===== src/rtl/psar_pkg.sv =====
// Shared constants and register codes for the parabolic stop-and-reverse block.
package psar_pkg;

  localparam int PRICE_WIDTH_DEF      = 32;
  localparam int FACTOR_FRAC_BITS_DEF = 16;

  // Register reset values, unsigned Q0.16 at the default factor width.
  localparam int AF_STEP_RESET  = 1311;
  localparam int AF_LIMIT_RESET = 13107;

  localparam int CFG_INDEX_WIDTH = 1;

  typedef enum logic [CFG_INDEX_WIDTH-1:0] {
    REG_AF_STEP  = 1'b0,
    REG_AF_LIMIT = 1'b1
  } cfg_reg_t;

endpackage


===== src/rtl/parabolic_stop_and_reverse.sv =====
// Top level of the parabolic stop-and-reverse indicator over a stream of price bars.
//
// Usage:
// Each input transaction (in_valid/in_ready) carries one price bar: bar_high, bar_low
// and series_start. Each output transaction (out_valid/out_ready) carries exactly one
// result per bar, in order: stop_level and rising_trend after that bar.
// A bar with series_start set restarts the series: the result is the bar's low with
// an up trend. Bars that follow move the stop toward the extreme point.
// From acceptance to out_valid a bar passes through the input register, then through
// the update logic into the state registers, which also hold the result.
// Throughput is one bar per cycle while the receiver keeps up; the single loop that
// sets it is the state recurrence (one multiply, an add with saturation, clamps and
// a reversal compare). When the receiver stalls, the result is held and one more bar
// waits in the input register; in_ready falls only while both are full.
// Reset clears both registers, restores the trend state to an up trend with zero
// factor, stop, extreme and prior bar, and loads af_step and af_limit with defaults.
// The registers are written with cfg_write, cfg_index and cfg_data, by the user only
// while idle (the block does not enforce this), and take effect from the next bar.
module parabolic_stop_and_reverse #(
  parameter int PRICE_WIDTH      = psar_pkg::PRICE_WIDTH_DEF,
  parameter int FACTOR_FRAC_BITS = psar_pkg::FACTOR_FRAC_BITS_DEF
) (
  input  logic                                    clk,
  input  logic                                    rst,
  input  logic                                    cfg_write,
  input  logic [psar_pkg::CFG_INDEX_WIDTH-1:0]    cfg_index,
  input  logic [FACTOR_FRAC_BITS-1:0]             cfg_data,
  input  logic                                    in_valid,
  output logic                                    in_ready,
  input  logic signed [PRICE_WIDTH-1:0]           bar_high,
  input  logic signed [PRICE_WIDTH-1:0]           bar_low,
  input  logic                                    series_start,
  output logic                                    out_valid,
  input  logic                                    out_ready,
  output logic signed [PRICE_WIDTH-1:0]           stop_level,
  output logic                                    rising_trend
);
  import psar_pkg::*;

  localparam int PW = PRICE_WIDTH;
  localparam int FW = FACTOR_FRAC_BITS;

  // Configuration registers.
  logic [FW-1:0] af_step;
  logic [FW-1:0] af_limit;

  // Input register.
  logic                 s1_valid;
  logic signed [PW-1:0] s1_high;
  logic signed [PW-1:0] s1_low;
  logic                 s1_start;

  // Indicator state; the stop and trend registers are also the result register.
  logic                 trend_up;
  logic        [FW:0]   accel_factor;
  logic signed [PW-1:0] stop_value;
  logic signed [PW-1:0] extreme_point;
  logic signed [PW-1:0] last_high;
  logic signed [PW-1:0] last_low;

  logic                 trend_up_next;
  logic        [FW:0]   accel_factor_next;
  logic signed [PW-1:0] stop_value_next;
  logic signed [PW-1:0] extreme_point_next;
  logic signed [PW-1:0] moved;

  logic in_fire;
  logic advance;

  // The bar in the input register moves on whenever the result slot is free or
  // is being emptied in this cycle.
  assign advance  = s1_valid && (!out_valid || out_ready);
  assign in_ready = !s1_valid || advance;
  assign in_fire  = in_valid && in_ready;

  assign stop_level   = stop_value;
  assign rising_trend = trend_up;

  psar_move #(
    .PRICE_WIDTH      (PW),
    .FACTOR_FRAC_BITS (FW)
  ) u_move (
    .prior   (stop_value),
    .extreme (extreme_point),
    .factor  (accel_factor),
    .moved   (moved)
  );

  psar_update #(
    .PRICE_WIDTH      (PW),
    .FACTOR_FRAC_BITS (FW)
  ) u_update (
    .start        (s1_start),
    .bar_hi       (s1_high),
    .bar_lo       (s1_low),
    .prev_hi      (last_high),
    .prev_lo      (last_low),
    .trend        (trend_up),
    .factor       (accel_factor),
    .prior        (stop_value),
    .extreme      (extreme_point),
    .moved        (moved),
    .step         (af_step),
    .limit        (af_limit),
    .trend_next   (trend_up_next),
    .factor_next  (accel_factor_next),
    .stop_next    (stop_value_next),
    .extreme_next (extreme_point_next)
  );

  // Configuration writes.
  always_ff @(posedge clk) begin
    if (rst) begin
      af_step  <= FW'(AF_STEP_RESET);
      af_limit <= FW'(AF_LIMIT_RESET);
    end else if (cfg_write) begin
      case (cfg_reg_t'(cfg_index))
        REG_AF_STEP:  af_step  <= cfg_data;
        REG_AF_LIMIT: af_limit <= cfg_data;
        default: begin
        end
      endcase
    end
  end

  // Input register: control bit under reset, payload loaded on acceptance.
  always_ff @(posedge clk) begin
    if (rst) begin
      s1_valid <= 1'b0;
    end else if (in_fire) begin
      s1_valid <= 1'b1;
    end else if (advance) begin
      s1_valid <= 1'b0;
    end
  end

  always_ff @(posedge clk) begin
    if (in_fire) begin
      s1_high  <= bar_high;
      s1_low   <= bar_low;
      s1_start <= series_start;
    end
  end

  // State and result registers, updated once per bar.
  always_ff @(posedge clk) begin
    if (rst) begin
      out_valid     <= 1'b0;
      trend_up      <= 1'b1;
      accel_factor  <= '0;
      stop_value    <= '0;
      extreme_point <= '0;
      last_high     <= '0;
      last_low      <= '0;
    end else if (advance) begin
      out_valid     <= 1'b1;
      trend_up      <= trend_up_next;
      accel_factor  <= accel_factor_next;
      stop_value    <= stop_value_next;
      extreme_point <= extreme_point_next;
      last_high     <= s1_high;
      last_low      <= s1_low;
    end else if (out_ready) begin
      out_valid     <= 1'b0;
    end
  end

endmodule


===== src/rtl/psar_move.sv =====
// Moves the stop toward the extreme point by the acceleration factor, with saturation.
module psar_move #(
  parameter int PRICE_WIDTH      = psar_pkg::PRICE_WIDTH_DEF,
  parameter int FACTOR_FRAC_BITS = psar_pkg::FACTOR_FRAC_BITS_DEF
) (
  input  logic signed [PRICE_WIDTH-1:0]    prior,
  input  logic signed [PRICE_WIDTH-1:0]    extreme,
  input  logic        [FACTOR_FRAC_BITS:0] factor,
  output logic signed [PRICE_WIDTH-1:0]    moved
);
  import psar_pkg::*;

  localparam int PW    = PRICE_WIDTH;
  localparam int FW    = FACTOR_FRAC_BITS;
  localparam int AW    = FW + 1;
  localparam int PRODW = PW + AW;
  localparam int QW    = PRODW - FW;
  localparam int SW    = PW + 3;

  logic signed [PW:0]    diff;
  logic                  going_down;
  logic        [PW-1:0]  mag;
  logic        [PRODW-1:0] prod;
  logic        [QW-1:0]  qmag;
  logic signed [SW-1:0]  prior_ext;
  logic signed [SW-1:0]  qmag_ext;
  logic signed [SW-1:0]  sum;
  logic                  fits;

  always_comb begin
    diff       = {extreme[PW-1], extreme} - {prior[PW-1], prior};
    going_down = diff[PW];
    mag        = going_down ? PW'(-diff) : PW'(diff);
    // Exact product; dropping the fraction bits rounds the magnitude toward zero.
    prod       = PRODW'(mag) * PRODW'(factor);
    qmag       = prod[PRODW-1:FW];
    prior_ext  = $signed({{(SW-PW){prior[PW-1]}}, prior});
    qmag_ext   = $signed({{(SW-QW){1'b0}}, qmag});
    sum        = going_down ? (prior_ext - qmag_ext) : (prior_ext + qmag_ext);
    // The sum fits the price range when the price sign bit and all bits above it agree.
    fits       = (sum[SW-1:PW-1] == {(SW-PW+1){1'b0}}) ||
                 (sum[SW-1:PW-1] == {(SW-PW+1){1'b1}});
    if (fits) begin
      moved = sum[PW-1:0];
    end else if (sum[SW-1]) begin
      moved = {1'b1, {(PW-1){1'b0}}};
    end else begin
      moved = {1'b0, {(PW-1){1'b1}}};
    end
  end

endmodule


===== src/rtl/psar_update.sv =====
// Trend, factor, extreme point and stop update for one bar.
module psar_update #(
  parameter int PRICE_WIDTH      = psar_pkg::PRICE_WIDTH_DEF,
  parameter int FACTOR_FRAC_BITS = psar_pkg::FACTOR_FRAC_BITS_DEF
) (
  input  logic                             start,
  input  logic signed [PRICE_WIDTH-1:0]    bar_hi,
  input  logic signed [PRICE_WIDTH-1:0]    bar_lo,
  input  logic signed [PRICE_WIDTH-1:0]    prev_hi,
  input  logic signed [PRICE_WIDTH-1:0]    prev_lo,
  input  logic                             trend,
  input  logic        [FACTOR_FRAC_BITS:0] factor,
  input  logic signed [PRICE_WIDTH-1:0]    prior,
  input  logic signed [PRICE_WIDTH-1:0]    extreme,
  input  logic signed [PRICE_WIDTH-1:0]    moved,
  input  logic        [FACTOR_FRAC_BITS-1:0] step,
  input  logic        [FACTOR_FRAC_BITS-1:0] limit,
  output logic                             trend_next,
  output logic        [FACTOR_FRAC_BITS:0] factor_next,
  output logic signed [PRICE_WIDTH-1:0]    stop_next,
  output logic signed [PRICE_WIDTH-1:0]    extreme_next
);
  import psar_pkg::*;

  localparam int PW = PRICE_WIDTH;
  localparam int AW = FACTOR_FRAC_BITS + 1;

  logic        [AW-1:0] step_ext;
  logic        [AW-1:0] factor_grown;
  logic                 new_ext;
  logic signed [PW-1:0] ext_mid;
  logic        [AW-1:0] factor_mid;
  logic signed [PW-1:0] bound;
  logic signed [PW-1:0] cand;
  logic signed [PW-1:0] held;

  always_comb begin
    step_ext     = {1'b0, step};
    factor_grown = (factor < {1'b0, limit}) ? (factor + step_ext) : factor;
    new_ext      = trend ? (bar_hi > extreme) : (bar_lo < extreme);
    ext_mid      = new_ext ? (trend ? bar_hi : bar_lo) : extreme;
    factor_mid   = new_ext ? factor_grown : factor;
    if (trend) begin
      // Up trend: stay below the two latest lows but never fall back.
      bound = (bar_lo < prev_lo) ? bar_lo : prev_lo;
      cand  = (bound < moved) ? bound : moved;
      held  = (cand > prior) ? cand : prior;
    end else begin
      // Down trend: stay above the two latest highs but never rise back.
      bound = (bar_hi > prev_hi) ? bar_hi : prev_hi;
      cand  = (bound > moved) ? bound : moved;
      held  = (cand < prior) ? cand : prior;
    end

    if (start) begin
      trend_next   = 1'b1;
      factor_next  = step_ext;
      stop_next    = bar_lo;
      extreme_next = bar_hi;
    end else if (trend && (bar_lo < held)) begin
      trend_next   = 1'b0;
      factor_next  = step_ext;
      stop_next    = ext_mid;
      extreme_next = bar_lo;
    end else if (!trend && (bar_hi > held)) begin
      trend_next   = 1'b1;
      factor_next  = step_ext;
      stop_next    = ext_mid;
      extreme_next = bar_hi;
    end else begin
      trend_next   = trend;
      factor_next  = factor_mid;
      stop_next    = held;
      extreme_next = ext_mid;
    end
  end

endmodule


===== config.mk =====
export PLATFORM = sky130hd
export DESIGN_NAME = parabolic_stop_and_reverse
export DESIGN_NICKNAME = d
export VERILOG_FILES = /design/src/rtl/psar_pkg.sv /design/src/rtl/parabolic_stop_and_reverse.sv /design/src/rtl/psar_move.sv /design/src/rtl/psar_update.sv
export SDC_FILE = /design/constraint.sdc
export NUM_CORES = 2
export LEC_CHECK = 0
export ABC_CLOCK_PERIOD_IN_PS = 41300
export BUFFER_PORTS_ARGS = -buffer_cell sky130_fd_sc_hd__buf_2
export CORE_ASPECT_RATIO = 2
export CORE_MARGIN = 8
export CORE_UTILIZATION = 36
export DETAILED_ROUTE_END_ITERATION = 16
export GPL_ROUTABILITY_DRIVEN = 1
export PLACE_DENSITY_LB_ADDON = 0.3
export SLEW_MARGIN = 10
export SYNTH_ARGS = -nofsm -noshare
export SYNTH_HDL_FRONTEND = slang
export SYNTH_SLANG_ARGS = --single-unit

===== constraint.sdc =====
create_clock -name clk -period 41.3 [get_ports clk]
set_input_delay 8.26 -clock clk [delete_from_list [all_inputs] [get_ports clk]]
set_output_delay 8.26 -clock clk [all_outputs]
set_load 0.01 [all_outputs]

**Word level (Yosys, flattened, before mapping)**

Index checks and enable logic that the tools add are counted.

- Bits in registers: 245
- Output and inout port bits: 35

- Bitwise gates (word level): 1
- Add/sub/neg operators: 5
- Equal/unequal tests: 1
- Muxes and demuxes: 32
- Reductions and logical operators: 20
- $lt $le $gt $ge: 11
- $mul: 1

Operator list:

| operator | count |
|---|---|
| two-way mux 32 bit | 18 |
| > comparator 32 bit | 5 |
| < comparator 32 bit | 5 |
| two-way mux 17 bit | 5 |
| multiplier 32 x 17 -> 49 bit | 1 |
| adder 32 x 34 -> 35 bit | 1 |
| two-way mux 35 bit | 1 |
| subtractor 32 x 34 -> 35 bit | 1 |
| subtractor 32 x 32 -> 33 bit | 1 |
| negator 32 bit | 1 |
| adder 17 x 16 -> 17 bit | 1 |
| < comparator 17 x 16 -> 1 bit | 1 |
| two-way mux 1 bit | 8 |
| nonzero test 4 bit | 2 |
| AND reduction 2 bit | 3 |
| equality test 4 bit (second input constant) | 1 |
| logical AND 1 bit | 4 |
| zero test 4 bit | 1 |
| nonzero test 2 bit | 2 |
| zero test 1 bit | 3 |
| logical OR 1 bit | 3 |
| AND reduction 3 bit | 1 |
| nonzero test 3 bit | 1 |
| NOT 1 bit | 1 |

**Logic depth before layout (Yosys ltp)**

- Depth after elaboration: 19
- Mapped depth: 116
- Gate-level depth less buffers: 107

**Modules after synthesis**

From an unflattened synthesis, not the netlist that was laid out.

- Cell total of the unflattened synthesis: 5723
- Area total of the unflattened synthesis: 47057.6 um^2

Modules (own cells, without submodules):

| module | area an instance (um^2) | sequential area each (um^2) | times used | cells an instance |
|---|---|---|---|---|
| psar_move | 23463.8 | 0.0 | 1 | 2965 |
| psar_update | 13728.2 | 0.0 | 1 | 1908 |
| parabolic_stop_and_reverse | 9865.7 | 5555.3 | 1 | 850 |

**Worst setup path before layout**

No wires, ideal clock.

- Kind: flip-flop to flip-flop
- Start point: register stop_value[1] (netlist: stop_level[1])
- End point: register stop_value[18] (netlist: stop_level[18])
- Cell stages (with the launch flop): 115
- Slack: 17964 ps
- Buffers on the path: 10
- Arrival time: 23219 ps
- Cells stage by stage: dfxtp_1 -> inv_1 -> ha_1 -> nor2b_1 -> o21ai_0 -> a21boi_1 -> o21ai_0 -> a21boi_1 -> o21ai_0 -> a21boi_1 -> o21ai_0 -> a21boi_1 -> o21a_1 -> or3_1 -> and2_1 -> or4_1 -> nor4_1 -> and4b_1 -> (+79 left out) -> nand2b_1 -> a21oi_1 -> nor2b_1 -> o21ai_0 -> nand2b_1 -> a21oi_1 -> nor2b_1 -> o21ai_0 -> nand2_1 -> a2111oi_0 -> nand3_1 -> o2111ai_1 -> inv_1 -> clkbuf_1 -> clkbuf_1 -> o31ai_1 -> o211ai_1 -> a32o_1

- Longest elaborated chain between the ends: 19

Ends and longest elaborated chain:

| item | RTL line | text |
|---|---|---|
| start, declared | parabolic_stop_and_reverse.sv:56 | `logic signed [PW-1:0] stop_value;` |
| start signal, assigned | parabolic_stop_and_reverse.sv:159 | `stop_value <= stop_value_next;` |
| subtractor 32 x 32 -> 33 bit | psar_move.sv:31 | `diff = {extreme[PW-1], extreme} - {prior[PW-1], prior};` |
| negator 32 bit | psar_move.sv:33 | `mag = going_down ? PW'(-diff) : PW'(diff);` |
| two-way mux 32 bit | psar_move.sv:33 |  |
| multiplier 32 x 17 -> 49 bit | psar_move.sv:35 | `prod = PRODW'(mag) * PRODW'(factor);` |
| adder 32 x 34 -> 35 bit / subtractor 32 x 34 -> 35 bit (equally long branches) | psar_move.sv:39 | `sum = going_down ? (prior_ext - qmag_ext) : (prior_ext + qmag_ext);` |
| two-way mux 35 bit | psar_move.sv:39 |  |
| equality test 4 bit / zero test 4 bit (equally long branches) | psar_move.sv:42, psar_move.sv:41 |  |
| logical OR 1 bit | psar_move.sv:41 | `fits = (sum[SW-1:PW-1] == {(SW-PW+1){1'b0}}) \|\|` |
| (+3 left out) | n/a |  |
| < comparator 32 bit / > comparator 32 bit (equally long branches) | psar_update.sv:52, psar_update.sv:47 |  |
| two-way mux 32 bit, on equally long branches | psar_update.sv:52, psar_update.sv:47 |  |
| two-way mux 32 bit (*) | psar_update.sv:43 | `if (trend) begin` |
| > comparator 32 bit | psar_update.sv:65 | `end else if (!trend && (bar_hi > held)) begin` |
| logical AND 1 bit | psar_update.sv:65 |  |
| two-way mux 32 bit | psar_update.sv:65 |  |
| two-way mux 32 bit (*) | psar_update.sv:60 | `end else if (trend && (bar_lo < held)) begin` |
| two-way mux 32 bit (*) | psar_update.sv:55 | `if (start) begin` |

Mark *: on every way between the ends. The rest lies on a longest branch, timed or not.
A chain may end at the register's enable or synchronous reset.

**Worst setup path after layout**

- Start point: register stop_value[1] (netlist: stop_level[1])
- End point: register stop_value[5] (netlist: stop_level[5])

Same word-level chain as after synthesis.

==> results.txt <==
----------------------------------------------------
[Yosys]
  Synthesized instance count ... 5641
  Sequential share of the synthesized area ... 12.3%
  Top-area cell type share of the netlist area ... 20.0%
  Average footprint of a synthesized cell ... 7.98 sq um
  Share of synthesized flip-flops with an asynchronous set or reset ... 0%
  Most frequently used cell type in the post-synthesis netlist ... sky130_fd_sc_hd__inv_1
  Cell types with the highest counts after synthesis ... sky130_fd_sc_hd__inv_1, sky130_fd_sc_hd__nand2_1, sky130_fd_sc_hd__ha_1, sky130_fd_sc_hd__fa_1, sky130_fd_sc_hd__a21oi_1
  Yosys warning count ... 0
  Number of enable-type register cells in the synthesized netlist ... 65
  Synthesized area ... 45000 sq um
  Synth unique cells ... 98
  Most used flip-flop cell after synthesis ... sky130_fd_sc_hd__dfxtp_1
  Dominant cell type by area after synthesis ... sky130_fd_sc_hd__fa_1
  Ranking of synthesized cells by area ... sky130_fd_sc_hd__fa_1, sky130_fd_sc_hd__ha_1, sky130_fd_sc_hd__dfxtp_1
  Nets in the synthesized netlist ... 6712
  Number of synthesized register bits ... 245

[Floorplanning]
  Site row count ... 183
  Horizontal die dimension ... 266 um
  Die footprint ... 137000 sq um
  Initial Utilization ... 36.2%
  Placeable Area ... 124000 sq um
  Die height ... 516 um
  Top Ports ... 122

[GRT]
  Total global-route track usage ... 25.6%
  Pin count of the biggest net entering global routing ... 87
  Global-route wire length before repair ... 267000 um
  Number of global-route vias before repair ... 43800
  Antenna violations before repair ... 2
  Global route overflow ... 0

[Drt]
  DRC violation count after routing ... 0
  Average wire length per cell after detail routing ... 24.6 um
  Routed Antenna Nets ... 0
  Average via count per standard cell ... 5.72
  Total via count in the routed design ... 41700
  TritonRoute pass-1 iters ... 5
  Number of design-rule violations left by the first detailed-router iteration ... 2470
  Detailed Route WL ... 179000 um

[STA]
  Post-layout minimum cycle time ... 29.73 ns
  Least-Margin Pin Slew ... 1.27 ns
  Final setup vio count ... 0
  Worst relative slew slack ... 14.0%
  Hold violation count in the final report ... 0
  Worst Skew ... 0.0317 ns
  Max-slew violation total from the final report ... 0
  Setup TNS Final ... 0 ns
  Share of the clock period used by the worst path ... 72.0%
  RSZ-0062 raised after global routing ... false
  Timing-limited maximum frequency ... 33.6 MHz

[CTS]
  Resize count post-CTS ... 0
  Library cell used as clock root buffer ... sky130_fd_sc_hd__clkbuf_16
  Buffers inserted by post-CTS timing repair ... 0
  Clock latency on the worst-skew pair ... 0.59 ns
  Hold buffers post-CTS ... 0
  Depth of the CTS H-tree ... 1
  CTS clock-pin slew for the worst setup and hold paths ... 0.07 ns
  Sinks on Clock Net ... 245
  Clock Tree Buf Depth ... 3
  CTS tree ... yes
  Clock buffer count from CTS ... 23

[Place]
  Total half-perimeter wirelength after legalization and detailed placement ... 145000 um
  Final weighted congestion in routability-driven placement ... 1.05
  Number of I/O port buffers ... 121

[Worst setup path]
  Maximum fanout encountered on the critical timing path ... 32
  Req. time, crit path ... 41.75 ns
  Family with the most delay on the worst path ... compound AO/OA/AOI/OAI gates
  Critical Path AT ... 30.17 ns
  Slowest-stage cell, CP ... sky130_fd_sc_hd__a311oi_4
  Buf/Inv on CP ... 10
  Sort of element at the end of the critical path ... flip-flop
  Worst Setup Path Type ... reg2reg
  Largest incremental delay on the critical path ... 0.86 ns
  Nature of the critical path startpoint ... flip-flop

[Job]
  Max-capacitance violation count ... 0

[Final layout]
  Growth of design area from synthesis to finish ... 7.19%
  Share of final-layout standard cells stronger than drive strength 1 ... 6.73%
  # nets final ... 6671

[Worst hold path]
  Hold Crit Class ... reg2reg

[Status]
  Run status ... complete, no violations

----------------------------------------------------
-- final timing paths --
check                 from            end  slack, ns  cells after the start
min reg2reg   last_low[24]   last_low[24]       0.46                      2
max          stop_level[1]  stop_level[5]      11.57                    105
max reg2reg  stop_level[1]  stop_level[5]      11.57                    105
min           last_low[24]   last_low[24]       0.46                      2
-- sequential cells by signal, indices dropped and copies added, names as in the netlist --
name and flops:
s1_start 1, accel_factor 17, s1_high 32, out_valid 1, s1_low 32, af_limit 16, last_high 32, rising_trend 1
stop_level 32, af_step 16, last_low 32, extreme_point 32, s1_valid 1
-- layout by cell type, fill, tap and decap left out, types with 98 or more instances in the layout --
master	Yosys	final
sky130_fd_sc_hd__a21oi_1	362	360
sky130_fd_sc_hd__fa_1	450	450
sky130_fd_sc_hd__o21ai_0	240	238
sky130_fd_sc_hd__ha_1	534	534
sky130_fd_sc_hd__xnor2_1	99	98
sky130_fd_sc_hd__and2_1	235	234
sky130_fd_sc_hd__nand4_1	127	127
sky130_fd_sc_hd__a21o_1	147	147
sky130_fd_sc_hd__mux2i_1	112	112
sky130_fd_sc_hd__buf_2	29	120
sky130_fd_sc_hd__buf_4	4	114
sky130_fd_sc_hd__nor2_1	264	261
sky130_fd_sc_hd__nand2_1	724	723
sky130_fd_sc_hd__inv_1	754	752
sky130_fd_sc_hd__dfxtp_1	180	179
-- cell families (layout without fill, tap and decap cells) --
logic type	after synthesis	after routing	share of synthesized area, %
AO/OA/AOI/OAI	1185	1185	17.0
XOR/XNOR	145	145	2.82
adder cells (fa/ha/maj)	984	984	34.8
buffers and inverters	1057	1033	9.05
flip-flops	245	245	12.3
multiplexers	149	149	3.43
other	0	2	0
AND/OR/NAND/NOR	1876	1876	20.5
-- through the flow --
| stage | utilization, % | hold WS [ns] | std cells | area (sq um) | setup slack (ns) |
|---|---|---|---|---|---|
| 6_report | 38.8 | 0.457 | 7284 | 48300 | 11.57 |
| 5_1_grt | 38.8 | 0.473 | 7283 | 48300 | 10.03 |
| 4_1_cts | 38.8 | 0.457 | 7282 | 48300 | 11.83 |
| 3_5_place_dp | 38.2 | 0.447 | 7240 | 47500 | 11.96 |
| 3_3_place_gp | 38.2 | 0.442 | 7240 | 47500 | 12.03 |
| 2_1_floorplan | - | 0.436 | 5641 | 45000 | 17.96 |
-- cell type report --
class / count / area, sq um
Inverter: 755 / 2830
Clock buffer: 25 / 583
Tap cell: 1665 / 2080
Sequential cell: 245 / 5560
Fill cell: 13000 / 76100
Timing Repair Buffer: 236 / 1490
Multi-Input combinational cell: 4339 / 35600
Antenna cell: 2 / 5.00
Clock inverter: 17 / 165
-- worst min-delay path, cell delays in order, from the launching register on --
cell and delay, ns:
sky130_fd_sc_hd__dfxtp_1 0.31, sky130_fd_sc_hd__nand2_1 0.05, sky130_fd_sc_hd__a21oi_1 0.05
-- layer usage --
layer | GRT usage, % | share of wire [%]
met5 | 0 | 0
met4 | 22.4 | 11
met3 | 2.53 | 3.8
met2 | 49.1 | 53
met1 | 23.6 | 32
Power is left out: the tool's default activity adds up to more than one toggle a clock period on the data nets, which glitch-free logic cannot reach.
